<file path="config.mk">
export PLATFORM = sky130hd
export DESIGN_NAME = id3_tag_field_extractor
export DESIGN_NICKNAME = d
export VERILOG_FILES = /design/src/rtl/id3_pkg.sv /design/src/rtl/id3_tag_field_extractor.sv
export SDC_FILE = /design/constraint.sdc
export NUM_CORES = 1
export LEC_CHECK = 0
export BUFFER_PORTS_ARGS = -buffer_cell sky130_fd_sc_hd__buf_2
export CORE_ASPECT_RATIO = 0.6
export CORE_UTILIZATION = 35
export CTS_BUF_LIST = sky130_fd_sc_hd__clkbuf_2
export DETAILED_ROUTE_END_ITERATION = 6
export MAX_ROUTING_LAYER = met4
export PLACE_DENSITY_LB_ADDON = 0.3
export RECOVER_POWER = 50
export REMOVE_ABC_BUFFERS = 1
export SLEW_MARGIN = 10
export SYNTH_ARGS = -nofsm -noshare
export SYNTH_HDL_FRONTEND = slang
export SYNTH_SLANG_ARGS = --single-unit
</file>
<file path="constraint.sdc">
create_clock -name clk -period 6.45 [get_ports clk]
set_input_delay 0 -clock clk [delete_from_list [all_inputs] [get_ports clk]]
set_output_delay 0 -clock clk [all_outputs]
set_load 0.02 [all_outputs]
</file>
<file path="src/rtl/id3_pkg.sv">
package id3_pkg;

  localparam int HEADER_LEN = 10;
  localparam int TAG_MAX    = 5;
  localparam int NAME_MAX   = 32;

  localparam logic [11:0] REGION_RESET = 12'd470;
  localparam logic [11:0] COUNT_MAX    = 12'hFFF;
  localparam logic [7:0]  KEPT_MAX     = 8'hFF;

  localparam logic [1:0] KIND_TITLE  = 2'd0;
  localparam logic [1:0] KIND_ARTIST = 2'd1;
  localparam logic [1:0] KIND_GENRE  = 2'd2;
  localparam logic [1:0] KIND_NONE   = 2'd3;

  localparam logic [1:0] FORM_TEXT   = 2'd0;
  localparam logic [1:0] FORM_TWO    = 2'd1;
  localparam logic [1:0] FORM_ONE    = 2'd2;

  localparam logic [39:0] TAG_TT2 = 40'h000032_5454;
  localparam logic [39:0] TAG_TP1 = 40'h000031_5054;
  localparam logic [39:0] TAG_TCO = 40'h00004F_4354;

  localparam int OQ_DEPTH = 4;
  localparam int OQ_AW    = $clog2(OQ_DEPTH);
  localparam int OQ_CW    = $clog2(OQ_DEPTH + 1);

  typedef enum logic [6:0] {
    PH_HEADER  = 7'b0000001,
    PH_TAG     = 7'b0000010,
    PH_SKIP    = 7'b0000100,
    PH_OPTZERO = 7'b0001000,
    PH_SIZE    = 7'b0010000,
    PH_CONTENT = 7'b0100000,
    PH_DONE    = 7'b1000000
  } phase_t;

  typedef struct packed {
    logic [1:0] field_kind;
    logic [4:0] char_pos;
    logic [7:0] char_value;
    logic       is_end;
    logic       keep;
    logic [7:0] kept_length;
    logic [1:0] genre_form;
    logic [6:0] genre_id;
  } out_rec_t;

  function automatic logic is_digit(input logic [7:0] c);
    return (c >= 8'h30) && (c <= 8'h39);
  endfunction

  function automatic logic [1:0] match_tag(input logic [2:0] len, input logic [39:0] chars);
    logic [1:0] k;
    k = KIND_NONE;
    if (len == 3'd3) begin
      if (chars == TAG_TT2) k = KIND_TITLE;
      else if (chars == TAG_TP1) k = KIND_ARTIST;
      else if (chars == TAG_TCO) k = KIND_GENRE;
    end
    return k;
  endfunction

  function automatic out_rec_t end_record(input logic [1:0] kind, input logic [7:0] kept,
                                          input logic [31:0] ff);
    out_rec_t   r;
    logic [7:0] c0;
    logic [7:0] c1;
    logic [7:0] c2;
    logic [7:0] c3;
    logic [6:0] d1;
    logic [6:0] d2;
    c0 = ff[7:0];
    c1 = ff[15:8];
    c2 = ff[23:16];
    c3 = ff[31:24];
    d1 = {3'd0, c1[3:0]};
    d2 = {3'd0, c2[3:0]};
    r = '0;
    r.field_kind  = kind;
    r.is_end      = 1'b1;
    r.keep        = (kept >= 8'd2);
    r.kept_length = kept;
    if (kind == KIND_GENRE && c0 == 8'h28 && is_digit(c1)) begin
      if (is_digit(c2) && c3 == 8'h29) begin
        r.genre_form = FORM_TWO;
        r.genre_id   = (d1 << 3) + (d1 << 1) + d2;
      end else if (c2 == 8'h29) begin
        r.genre_form = FORM_ONE;
        r.genre_id   = d1;
      end
    end
    return r;
  endfunction

endpackage

</file>
<file path="src/rtl/id3_tag_field_extractor.sv">
// ID3 tag field extractor: takes one file byte per transaction, skips the
// 10-byte header and walks tag frames until cfg region_bytes bytes are used,
// emitting title/artist/genre characters and one end record per matched frame.
// All per-byte work is done in the accepting cycle, so one byte is taken every
// unstalled clock. A byte can produce two results (last printable character of
// a frame plus its end record); results drain through a 4-entry queue at one
// per unstalled clock, and in_stall rises when fewer than two slots are free.
module id3_tag_field_extractor (
  input  logic        clk,
  input  logic        rst_n,
  input  logic        cfg_wr_en,
  input  logic [11:0] cfg_wr_data,
  input  logic        in_valid,
  output logic        in_stall,
  input  logic [7:0]  in_data_byte,
  input  logic        in_start_of_file,
  output logic        out_valid,
  input  logic        out_stall,
  output logic [1:0]  out_field_kind,
  output logic [4:0]  out_char_pos,
  output logic [7:0]  out_char_value,
  output logic        out_is_end,
  output logic        out_keep,
  output logic [7:0]  out_kept_length,
  output logic [1:0]  out_genre_form,
  output logic [6:0]  out_genre_id
);

  logic [11:0]      region_r;
  id3_pkg::phase_t  phase_r, phase_nxt;
  logic [11:0]      bc_r, bc_nxt;
  logic [39:0]      tag_r, tag_nxt;
  logic [2:0]       tag_len_r, tag_len_nxt;
  logic [7:0]       left_r, left_nxt;
  logic [7:0]       kept_r, kept_nxt;
  logic [31:0]      ff_r, ff_nxt;
  logic [1:0]       kind_r, kind_nxt;

  id3_pkg::out_rec_t q_r [id3_pkg::OQ_DEPTH];
  logic [id3_pkg::OQ_AW-1:0] wr_r, rd_r;
  logic [id3_pkg::OQ_CW-1:0] cnt_r, cnt_nxt;

  logic              acc, pop;
  logic              chr_vld, end_vld;
  id3_pkg::out_rec_t chr_rec, end_rec;
  logic [7:0]        b;
  logic [7:0]        pos;
  logic [1:0]        n_push;

  assign b        = in_data_byte;
  assign in_stall = (cnt_r > id3_pkg::OQ_CW'(id3_pkg::OQ_DEPTH - 2));
  assign acc      = in_valid && !in_stall;
  assign out_valid = (cnt_r != '0);
  assign pop      = out_valid && !out_stall;

  always_comb begin
    phase_nxt   = phase_r;
    bc_nxt      = bc_r;
    tag_nxt     = tag_r;
    tag_len_nxt = tag_len_r;
    left_nxt    = left_r;
    kept_nxt    = kept_r;
    ff_nxt      = ff_r;
    kind_nxt    = kind_r;
    chr_vld     = 1'b0;
    end_vld     = 1'b0;
    chr_rec     = '0;
    end_rec     = '0;
    pos         = kept_r;
    if (in_start_of_file) begin
      phase_nxt   = id3_pkg::PH_HEADER;
      bc_nxt      = '0;
      tag_nxt     = '0;
      tag_len_nxt = '0;
      left_nxt    = '0;
      kept_nxt    = '0;
      ff_nxt      = '0;
      kind_nxt    = id3_pkg::KIND_NONE;
    end
    if (phase_nxt == id3_pkg::PH_DONE) begin
    end else if (phase_nxt == id3_pkg::PH_TAG && tag_len_nxt == '0 && bc_nxt >= region_r) begin
      phase_nxt = id3_pkg::PH_DONE;
    end else begin
      case (phase_nxt)
        id3_pkg::PH_HEADER: begin
          if (bc_nxt >= 12'(id3_pkg::HEADER_LEN - 1)) phase_nxt = id3_pkg::PH_TAG;
        end
        id3_pkg::PH_TAG: begin
          if (b == 8'd0) begin
            phase_nxt = id3_pkg::PH_OPTZERO;
          end else begin
            tag_nxt[{tag_len_nxt, 3'b000} +: 8] = b;
            tag_len_nxt = tag_len_nxt + 3'd1;
            if (tag_len_nxt >= 3'(id3_pkg::TAG_MAX)) phase_nxt = id3_pkg::PH_SKIP;
          end
        end
        id3_pkg::PH_SKIP: begin
          phase_nxt = id3_pkg::PH_OPTZERO;
        end
        id3_pkg::PH_OPTZERO, id3_pkg::PH_SIZE: begin
          if (phase_nxt == id3_pkg::PH_OPTZERO && b == 8'd0) begin
            phase_nxt = id3_pkg::PH_SIZE;
          end else begin
            kind_nxt = id3_pkg::match_tag(tag_len_nxt, tag_nxt);
            if (b == 8'd0) begin
              end_vld     = (kind_nxt != id3_pkg::KIND_NONE);
              end_rec     = id3_pkg::end_record(kind_nxt, kept_nxt, ff_nxt);
              tag_nxt     = '0;
              tag_len_nxt = '0;
              left_nxt    = '0;
              kept_nxt    = '0;
              ff_nxt      = '0;
              kind_nxt    = id3_pkg::KIND_NONE;
              phase_nxt   = id3_pkg::PH_TAG;
            end else begin
              left_nxt  = b;
              phase_nxt = id3_pkg::PH_CONTENT;
            end
          end
        end
        id3_pkg::PH_CONTENT: begin
          pos = kept_nxt;
          if (b inside {[8'h20:8'h7E]}) begin
            if (pos < 8'd4) ff_nxt[{pos[1:0], 3'b000} +: 8] = b;
            if (kept_nxt != id3_pkg::KEPT_MAX) kept_nxt = kept_nxt + 8'd1;
            if (kind_nxt != id3_pkg::KIND_NONE && pos < 8'(id3_pkg::NAME_MAX)) begin
              chr_vld = 1'b1;
              chr_rec.field_kind  = kind_nxt;
              chr_rec.char_pos    = pos[4:0];
              chr_rec.char_value  = b;
              chr_rec.kept_length = kept_nxt;
            end
          end
          if (left_nxt != 8'd0) left_nxt = left_nxt - 8'd1;
          if (left_nxt == 8'd0) begin
            end_vld     = (kind_nxt != id3_pkg::KIND_NONE);
            end_rec     = id3_pkg::end_record(kind_nxt, kept_nxt, ff_nxt);
            tag_nxt     = '0;
            tag_len_nxt = '0;
            kept_nxt    = '0;
            ff_nxt      = '0;
            kind_nxt    = id3_pkg::KIND_NONE;
            phase_nxt   = id3_pkg::PH_TAG;
          end
        end
        default: begin
          phase_nxt = id3_pkg::PH_DONE;
        end
      endcase
      if (bc_nxt != id3_pkg::COUNT_MAX) bc_nxt = bc_nxt + 12'd1;
    end
  end

  assign n_push  = acc ? (2'(chr_vld) + 2'(end_vld)) : 2'd0;
  assign cnt_nxt = cnt_r + id3_pkg::OQ_CW'(n_push) - id3_pkg::OQ_CW'(pop);

  always_ff @(posedge clk) begin
    if (!rst_n) begin
      region_r  <= id3_pkg::REGION_RESET;
      phase_r   <= id3_pkg::PH_HEADER;
      bc_r      <= '0;
      tag_r     <= '0;
      tag_len_r <= '0;
      left_r    <= '0;
      kept_r    <= '0;
      ff_r      <= '0;
      kind_r    <= id3_pkg::KIND_NONE;
      wr_r      <= '0;
      rd_r      <= '0;
      cnt_r     <= '0;
    end else begin
      if (cfg_wr_en) region_r <= cfg_wr_data;
      if (acc) begin
        phase_r   <= phase_nxt;
        bc_r      <= bc_nxt;
        tag_r     <= tag_nxt;
        tag_len_r <= tag_len_nxt;
        left_r    <= left_nxt;
        kept_r    <= kept_nxt;
        ff_r      <= ff_nxt;
        kind_r    <= kind_nxt;
      end
      wr_r  <= wr_r + id3_pkg::OQ_AW'(n_push);
      rd_r  <= rd_r + id3_pkg::OQ_AW'(pop);
      cnt_r <= cnt_nxt;
    end
  end

  always_ff @(posedge clk) begin
    if (acc) begin
      if (chr_vld) begin
        q_r[wr_r] <= chr_rec;
        if (end_vld) q_r[wr_r + id3_pkg::OQ_AW'(1)] <= end_rec;
      end else if (end_vld) begin
        q_r[wr_r] <= end_rec;
      end
    end
  end

  assign out_field_kind  = q_r[rd_r].field_kind;
  assign out_char_pos    = q_r[rd_r].char_pos;
  assign out_char_value  = q_r[rd_r].char_value;
  assign out_is_end      = q_r[rd_r].is_end;
  assign out_keep        = q_r[rd_r].keep;
  assign out_kept_length = q_r[rd_r].kept_length;
  assign out_genre_form  = q_r[rd_r].genre_form;
  assign out_genre_id    = q_r[rd_r].genre_id;

  a_queue_bound: assert property (@(posedge clk) disable iff (!rst_n)
    cnt_r <= id3_pkg::OQ_CW'(id3_pkg::OQ_DEPTH))
    else $error("result queue overfilled");

  a_keep_len: assert property (@(posedge clk) disable iff (!rst_n)
    (out_valid && out_is_end && out_keep) |-> (out_kept_length >= 8'd2))
    else $error("field committed with fewer than two characters");

  a_char_rec: assert property (@(posedge clk) disable iff (!rst_n)
    (out_valid && !out_is_end) |->
      (out_char_value >= 8'h20 && out_char_value <= 8'h7E && !out_keep &&
       out_kept_length != 8'd0 && out_genre_form == id3_pkg::FORM_TEXT))
    else $error("malformed character record");

  a_done_sticky: assert property (@(posedge clk) disable iff (!rst_n)
    (phase_r == id3_pkg::PH_DONE && !(acc && in_start_of_file)) |=>
      (phase_r == id3_pkg::PH_DONE))
    else $error("left done phase without start of file");

endmodule

</file>
==> results.yml, run 1 <==
status:
  violations: "max-capacitance violations, max-slew violations"
  status: "finished, violations left"
finish:
  syn2layout_area_growth_pct: 12.8
  diodes: 0
  fin_cells: 2283
  layout_commonest_cell: "nand2_1"
  drive_above_1_share_pct: 11.4
  fin_nets: 1793
  final_cell_mix: "nand2_1, dfxtp_1, nor2_1"
global_route:
  antenna_found_initial: 1
  grt_max_degree: 60
  grt-ovfl-total: 0
  grt_pass1_wl_mm: 70.7
  first_global_vias: 12600
  track_usage_pct: 21.8
logic_synthesis:
  synth_top_family_by_area: "simple AND/OR/NAND/NOR gates"
  synth_ff_type: "dfxtp_1"
  synth_compound_area_share_pct: 17.0
  synth_edf_count: 84
  yosysWarningCount: 0
  ys_async_sr_fraction_pct: 0
  synth_simple_gate_area_share_pct: 22.3
  yosys.cell_types.count: 75
  postSynthAreaPerCell_um2: 8.96
  ys_seq_area_share_pct: 43.0
  synth_fa_ha_area_share_pct: 5.24
  syn_area_um2: 14400
  synth_xor_area_share_pct: 1.71
  muxShareOfSynthArea_pct: 6.31
  ys_seq_elements: 267
  synthCells: 1605
clocking:
  post_cts_resized: 0
  path_clk_slew_ns: 0.10
  clk_latency_ns: 0.95
  clock-root-buffer: "clkbuf_2"
  htree_levels: 3
  cts_tree: "built"
  clockBufferDepth: 3
  clkSinkCount: 267
  cts_buffers: 67
placed_design:
  place_ws_ns: 1.77
  hpwl_mm: 29.7
  dp.cells: 2116
  port_buffers: 61
  gp_congestion: 0.884
floorplanning:
  die-area_um2: 41900
  rows: 57
  die_h_um: 159
  initial_core_util_pct: 35.5
  die_width_um: 264
  core-area_um2: 40500
  io_pins: 62
sta:
  rsz0062_at_grt: "false"
  setup_ws_ns: 1.04
  worst-slew-pin-transition_ns: 3.15
  min_period_over_period_pct: 83.8
  clock_skew_ns: 0.0970
  hold_violations: 0
  slew_viol_final: 36
  min_period_ns: 5.41
  finalSetupTns_ns: 0
  relSlewSlack_pct: -110
  setup_viol: 0
  max_freq_mhz: 185
run:
  cap_violations: 1
worst_setup_path:
  crit_type: "input pin to flop"
  cp_max_fo: 24
  cp.required_ns: 6.95
  cp.arrival_ns: 5.91
  end_kind: "flop"
  cp-start-kind: "input pin"
routing:
  routedWlPerCell_um: 19.5
  wl_mm: 44.6
  vias_per_cell: 5.69
  drt_iter0_markers: 1502
  final_antenna_net_count: 0
  vias: 13000
  drt_pass1_iterations: 5
  drc: 0
power_and_ir_drop:
  leakage_uw: 0.00553
  powerDensity_nw_per_um2: 216
  irDropWorstVdd_mv: 0.151
worst_hold_path:
  hp-class: "input pin to flop"
[synthesized netlist by cell type, types with 25 or more instances]
cell type / n / area share [%]
a22oi_1: 29 / 1.5
o21ai_0: 52 / 1.8
nor2b_1: 27 / 1.2
a21oi_1: 98 / 3.4
nor2_1: 173 / 4.5
dfxtp_1: 183 / 25
mux4_2: 34 / 5.3
inv_1: 61 / 1.6
nand2_1: 205 / 5.4
clkbuf_1: 92 / 2.4
o22ai_1: 51 / 2.2
ha_1: 53 / 4.6
and2_1: 25 / 1.1
nor4_1: 25 / 1.1
nand3_1: 62 / 2.2
nor3_1: 37 / 1.3
edfxtp_1: 84 / 18
[metrics by stage]
| stage | cell area, um2 | hold WS [ns] | power (uW) | util [%] |
|---|---|---|---|---|
| after global routing | 16200 | 0.0371 | 3680 | 40.1 |
| after global placement | 15200 | 0.223 | 2330 | 37.4 |
| final | 16200 | 0.0864 | 3510 | 40.1 |
| after detailed placement | 15200 | 0.230 | 2330 | 37.4 |
| after floorplan | 14000 | 0.0619 | 2140 | - |
| after CTS | 16300 | 0.0179 | 3540 | 40.2 |
[per-layer routing]
| layer | part of all wire, % | track usage [%] |
|---|---|---|
| met5 | 0 | - |
| met4 | 1.7 | 5.82 |
| met3 | 9.2 | 4.66 |
| met2 | 40 | 29.2 |
| met1 | 49 | 32.7 |
[critical path: stages]
cell and delay [ns]:
dlygate4sd3_1 0.54, clkbuf_1 0.51, inv_1 0.30, clkbuf_1 0.80
nand2_1 0.42, inv_1 0.33, ha_1 0.21, ha_1 0.14
inv_1 0.05, or3_1 0.38, nor3_1 0.34, nor2_1 0.09
o2bb2ai_1 0.22, ha_1 0.31, o21a_1 0.23, nand2_1 0.07
buf_4 0.24, o21ai_2 0.08, clkbuf_2 0.58
[state kept, by name (all words and copies together) (netlist names), 3 cells and up]
signal     cells
phase_r        7
cnt_r          3
kept_r         8
ff_r          32
bc_r          12
region_r      12
tag_r         40
left_r         8
tag_len_r      3
q_r          136
[logic make-up (layout without fill, tap and decap cells)]
group                    after synthesis  after routing
AO/OA/AOI/OAI                        375            375
XOR/XNOR                              28             28
adder cells (fa/ha/maj)               58             58
buffers and inverters                169            316
flip-flops                           267            267
multiplexers                          48             48
AND/OR/NAND/NOR                      660            660
[final timing paths]
kind                                       start  cells past startpoint          to  slack, ns
worst max register to register         kept_r[1]                     13   q_r[3][6]       1.68
worst min-delay path             in_data_byte[7]                      3   tag_r[15]       0.09
worst max-delay path            in_start_of_file                     19  q_r[2][32]       1.04
worst min register to register        q_r[3][26]                      2  q_r[3][26]       0.43
[where the power goes]
part / switching (uW) / leakage [uW] / internal [uW]
clock network: 748 / 0.000446 / 440
registers: 37.3 / 0.00206 / 1750
logic: 339 / 0.00302 / 201
[area by class of cell]
type	instances	area, um2
inverter	62	233
clock buffer	97	485
sequential	267	6190
fill	4141	24300
multi-input combinational	1169	7580
timing repair buffer	143	985
tap	531	664
clock inverter	14	92.6
[timing repair]
action                    CTS  global route
hold buffers               56             0
buffers inserted            0             0
hold endpoints to repair  161             0
(Power assumes the default switching activity.)
==> run 2: changes to the inputs <==
Clock period 6.45 ns to 5.4 ns, I/O delays scaled along.
==> run 2 against run 1 <==
  * The run still ends with max-capacitance violations, max-slew violations left
  * Largest power group unchanged
  * First-iteration DRC count shrank 17%
  * Combinational power grew 19%
  * Critical path depth down 6
  * Critical path type is now flop to flop
  * Sequential cell count stayed put
  * Largest cell class unchanged
  * Final area rose by 0.45%
==> results.yml, run 2 (synthesized netlist as in run 1, its figures left out) <==
finish:
  fin_nets: 1800
  largest-register: "q_r"
  syn2layout_area_growth_pct: 13.3
  drive_above_1_share_pct: 12.4
  final-seq-area_um2: 6190
  top_regs: "q_r (136), tag_r (40), ff_r (32)"
  largest_reg_flops: 136
  final_cell_mix: "nand2_1, dfxtp_1, nor2_1"
  layout_commonest_cell: "nand2_1"
  multi_input_area_um2: 7580
  diodes: 0
  fill_cells: 4125
routing:
  routedWlPerCell_um: 19.4
  wl_mm: 44.5
  drc: 0
  drt_pass1_iterations: 5
  drt_iter0_markers: 1253
  final_antenna_net_count: 0
  vias: 13100
  vias_per_cell: 5.70
sta:
  setup_viol: 0
  clock_skew_ns: 0.0793
  relSlewSlack_pct: -62.9
  hold_violations: 0
  slew_viol_final: 61
  min_period_over_period_pct: 85.2
  worst-slew-pin-transition_ns: 2.44
  max_freq_mhz: 217
  min_period_ns: 4.60
  finalSetupTns_ns: 0
  rsz0062_at_grt: "false"
worst_setup_path:
  cp.arrival_ns: 5.44
  path_buf_inv: 1
  end_kind: "flop"
  cp_max_fo: 11
  crit_type: "flop to flop"
  r2r_end: "q_r[3][22]"
  worstReg2RegStart: "left_r[2]"
  ff2ff_setup_slack_ns: 0.80
  critPathTopFamily: "simple AND/OR/NAND/NOR gates"
  rr_worst_depth: 13
  cp.required_ns: 6.24
  cp-start-kind: "flop"
  cpMaxStageDelayCell: "nor2_1"
  crit_path_cell_trace: "or4_1 > o31ai_1 > a21oi_1 > a211oi_1 > nand3_1 > nor2_1 > clkbuf_1 > o2bb2ai_1 > ha_1 > o21ai_0 > nor2_1 > nand3_1 > a21oi_1"
  crit_path_max_incr_delay_ns: 0.76
clocking:
  clk_latency_ns: 0.95
  clkSinkCount: 267
  path_clk_slew_ns: 0.11
  htree_levels: 3
  clockBufferDepth: 3
  clock-root-buffer: "clkbuf_2"
  cts_buffers: 68
  post_cts_resized: 0
  cts_tree: "built"
power_and_ir_drop:
  power_frac_comb_pct: 15.4
  irDropWorstVdd_mv: 0.130
  pwr-share-seq_pct: 51.2
  p_int_uw: 2820
  p_switching_uw: 1330
  powerDensity_nw_per_um2: 255
  leakage_uw: 0.00560
  total_power_uw: 4160
  clkPwrFrac_pct: 33.4
  switching_share_pct: 32.1
floorplanning:
  io_pins: 62
  die-area_um2: 41900
  core-area_um2: 40500
  die_width_um: 264
  die_h_um: 159
  initial_core_util_pct: 35.5
  rows: 57
global_route:
  grt_pass1_wl_mm: 71.0
  first_global_vias: 12500
  track_usage_pct: 21.9
  grt_max_degree: 73
  antenna_found_initial: 1
  grt-ovfl-total: 0
worst_hold_path:
  hold_depth: 3
  hp-class: "input pin to flop"
  hold_path_end: "tag_r[15]"
  min-delay-start: "in_data_byte[7]"
placed_design:
  hpwl_mm: 29.5
  port_buffers: 61
  gp_congestion: 0.915
run:
  cap_violations: 2
status:
  violations: "max-capacitance violations, max-slew violations"
  status: "finished, violations left"
## run 2: changes by cell type in the layout (fill, tap and decap cells not counted), sizes merged
cell      change
buf          +12
clkinv        +3
clkbuf        -2
bufinv        -1
clkinvlp      +1
## run 2: routing by layer
layer,share of wire [%],routed length (um),track usage (%),vias up
met5,0,0,-,-
met4,1.6,715,5.98,0
met3,8.9,3950,5.74,72
met2,41,18000,29.0,548
met1,49,21800,32.3,6332
li1,-,-,-,6133
## run 2: worst min-delay path: stages
cell	delay (ns)
dlygate4sd3_1	0.54
buf_2	0.31
a22o_1	0.17
## run 2: worst max path at each step
stage	depth (start not counted)	startpoint	to	slack (ns)
2_1_floorplan	14	in_start_of_file	q_r[2][32]	0.08
3_5_place_dp	17	in_start_of_file	q_r[0][6]	0.92
6_report	13	left_r[2]	q_r[3][22]	0.80
4_1_cts	15	kept_r[1]	q_r[0][6]	0.93
5_1_grt	13	left_r[2]	q_r[1][30]	0.34
3_3_place_gp	16	in_start_of_file	q_r[0][6]	1.14
## run 2: layout make-up
class / count / share of cell area [%]
clock buffer: 101 / 3.10
clock inverter: 17 / 0.461
inverter: 62 / 1.43
multi-input combinational: 1169 / 46.5
sequential: 267 / 38.0
tap: 531 / 4.08
timing repair buffer: 149 / 6.48
## run 2: power by group through the flow
stage / logic (uW) / clock network, uW / registers, uW
after floorplan: 344 / 0 / 2210
after global placement: 599 / 0 / 2180
after detailed placement: 599 / 0 / 2180
after CTS: 637 / 1440 / 2130
after global routing: 703 / 1540 / 2140
final: 639 / 1390 / 2130
## run 2: timing repair
item / in CTS / in global routing
hold buffers: 56 / 0
setup buffers: 0 / 0
endpoints found under the hold margin: 168 / 0
## run 2: stage by stage
| step | instance area, um2 | setup slack (ns) | std cells | hold WS, ns | utilization [%] |
|---|---|---|---|---|---|
| floorplan | 14000 | 0.0787 | 1498 | 0.0619 | - |
| global placement | 15200 | 1.14 | 2122 | 0.223 | 37.6 |
| detailed placement | 15200 | 0.915 | 2122 | 0.229 | 37.6 |
| CTS | 16400 | 0.926 | 2296 | 0.0103 | 40.4 |
| global route | 16300 | 0.340 | 2296 | 0.00706 | 40.2 |
| finish | 16300 | 0.799 | 2296 | 0.115 | 40.2 |
==> run 3: changes to the inputs <==
Settings changed: BUFFER_PORTS_ARGS -buffer_cell sky130_fd_sc_hd__buf_2 to not set, DONT_BUFFER_PORTS set to 1.
==> run 3 against run 2 <==
  * The run still ends with max-capacitance violations, max-slew violations left
  * Sequential cell count stayed put
  * Die area stayed put
  * Maximum frequency is 9.4% lower
  * Utilization is 0.82 points lower
  * Worst setup slack worse by 0.48 ns
  * First-iteration DRC count is 4.5% higher
  * Final cell count is 3.0% lower
  * Largest cell class unchanged
==> results.yml, run 3 (synthesized netlist as in run 1, its figures left out) <==
status:
  status: "finished, violations left"
  violations: "max-capacitance violations, max-slew violations"
placed_design:
  gp_congestion: 0.934
  hpwl_mm: 29.1
  port_buffers: 0
  place_ws_ns: 0.867
global_route:
  grt-ovfl-total: 0
  track_usage_pct: 22.5
  first_global_vias: 12100
  grt_pass1_wl_mm: 71.6
  antenna_found_initial: 7
  grt_max_degree: 69
run:
  cap_violations: 4
finish:
  top_regs: "q_r (136), tag_r (40), ff_r (32)"
  largest-register: "q_r"
  largest_reg_flops: 136
  layout_commonest_cell: "nand2_1"
  fin_nets: 1730
  syn2layout_area_growth_pct: 11.1
  drive_above_1_share_pct: 10.8
  final_cell_mix: "nand2_1, dfxtp_1, nor2_1"
sta:
  worst-slew-pin-transition_ns: 3.25
  hold_violations: 0
  setup_ws_ns: 0.323
  relSlewSlack_pct: -117
  slew_viol_final: 159
  clock_skew_ns: 0.101
  min_period_ns: 5.08
  max_freq_mhz: 197
  setup_viol: 0
  min_period_over_period_pct: 94.0
  rsz0062_at_grt: "false"
  finalSetupTns_ns: 0
worst_setup_path:
  crit_top_cell: "dlygate4sd3_1"
  crit_path_max_incr_delay_ns: 0.91
  crit_type: "input pin to flop"
  critPathTopFamily: "buffers and inverters"
  path_buf_inv: 7
  cp.arrival_ns: 5.88
  cp-start-kind: "input pin"
  cp_max_fo: 14
  end_kind: "flop"
  cp.required_ns: 6.20
  crit_path_cell_trace: "dlygate4sd3_1 > or3_1 > dlygate4sd3_1 > nor3_1 > buf_4 > inv_1 > or4_1 > and2_1 > nor4_1 > dlygate4sd3_1 > a21oi_1 > dlygate4sd3_1 > o22ai_1 > dlygate4sd3_1 > nand2_1"
  cpMaxStageDelayCell: "dlygate4sd3_1"
power_and_ir_drop:
  irDropWorstVdd_mv: 0.200
  powerDensity_nw_per_um2: 260
  leakage_uw: 0.00542
floorplanning:
  core-area_um2: 40500
  initial_core_util_pct: 35.5
  rows: 57
  io_pins: 62
  die-area_um2: 41900
  die_width_um: 264
  die_h_um: 159
clocking:
  post_cts_resized: 0
  htree_levels: 3
  clk_latency_ns: 0.96
  clock-root-buffer: "clkbuf_2"
  clockBufferDepth: 3
  cts_tree: "built"
  cts_buffers: 68
  clkSinkCount: 267
  path_clk_slew_ns: 0.09
  cts_setup_buffers: 0
  hold_buffers: 52
worst_hold_path:
  hp-class: "input pin to flop"
routing:
  drc: 0
  final_antenna_net_count: 0
  wl_mm: 45.8
  drt_pass1_iterations: 5
  routedWlPerCell_um: 20.6
  vias_per_cell: 5.74
  drt_iter0_markers: 1309
  vias: 12800
-- run 3: routing by layer --
metal / vias up / share of wire, % / track usage [%]
met2: 574 / 41 / 30.3
li1: 5997 / - / -
met5: - / 0 / -
met3: 43 / 10 / 5.91
met4: 0 / 0.94 / 4.60
met1: 6171 / 48 / 33.2
-- run 3: worst paths after layout --
check / slack, ns / cells past startpoint / end / from
max reg2reg: 0.67 / 15 / q_r[3][6] / kept_r[1]
min: 0.1 / 5 / phase_r[1] / in_valid
max: 0.32 / 15 / kind_r[1] / in_data_byte[1]
min reg2reg: 0.43 / 2 / q_r[3][26] / q_r[3][26]
-- run 3: layout make-up --
| class | instances | area, um2 |
|---|---|---|
| fill | 4163 | 24500 |
| multi-input combinational | 1169 | 7570 |
| sequential | 267 | 6190 |
| timing repair buffer | 79 | 711 |
| tap | 531 | 664 |
| clock buffer | 97 | 485 |
| inverter | 62 | 233 |
| clock inverter | 16 | 104 |
| antenna | 5 | 12.5 |
-- run 3: worst min-delay path: cells and delay by family --
| family | cells | cell delay [ns] |
|---|---|---|
| AND/OR/NAND/NOR | 2 | 0.14 |
| AO/OA/AOI/OAI | 1 | 0.05 |
| buffers and inverters | 2 | 0.78 |
-- run 3: metrics by stage --
| step | power, uW | hold WS [ns] | util [%] | cells | cell area [um2] |
|---|---|---|---|---|---|
| finish | 4160 | 0.0961 | 39.4 | 2226 | 16000 |
| global route | 4370 | 0.0409 | 39.4 | 2226 | 16000 |
| CTS | 4200 | 0.00540 | 39.5 | 2221 | 16000 |
| detailed placement | 2720 | 0.0872 | 36.7 | 2056 | 14900 |
| global placement | 2710 | 0.0829 | 36.7 | 2056 | 14900 |
| floorplan | 2550 | 0.0619 | - | 1498 | 14000 |
-- run 3: where the power goes --
group	internal [uW]	switching (uW)
Clock	529	872
Sequential	2090	43.0
Combinational	230	394
Total	2850	1310
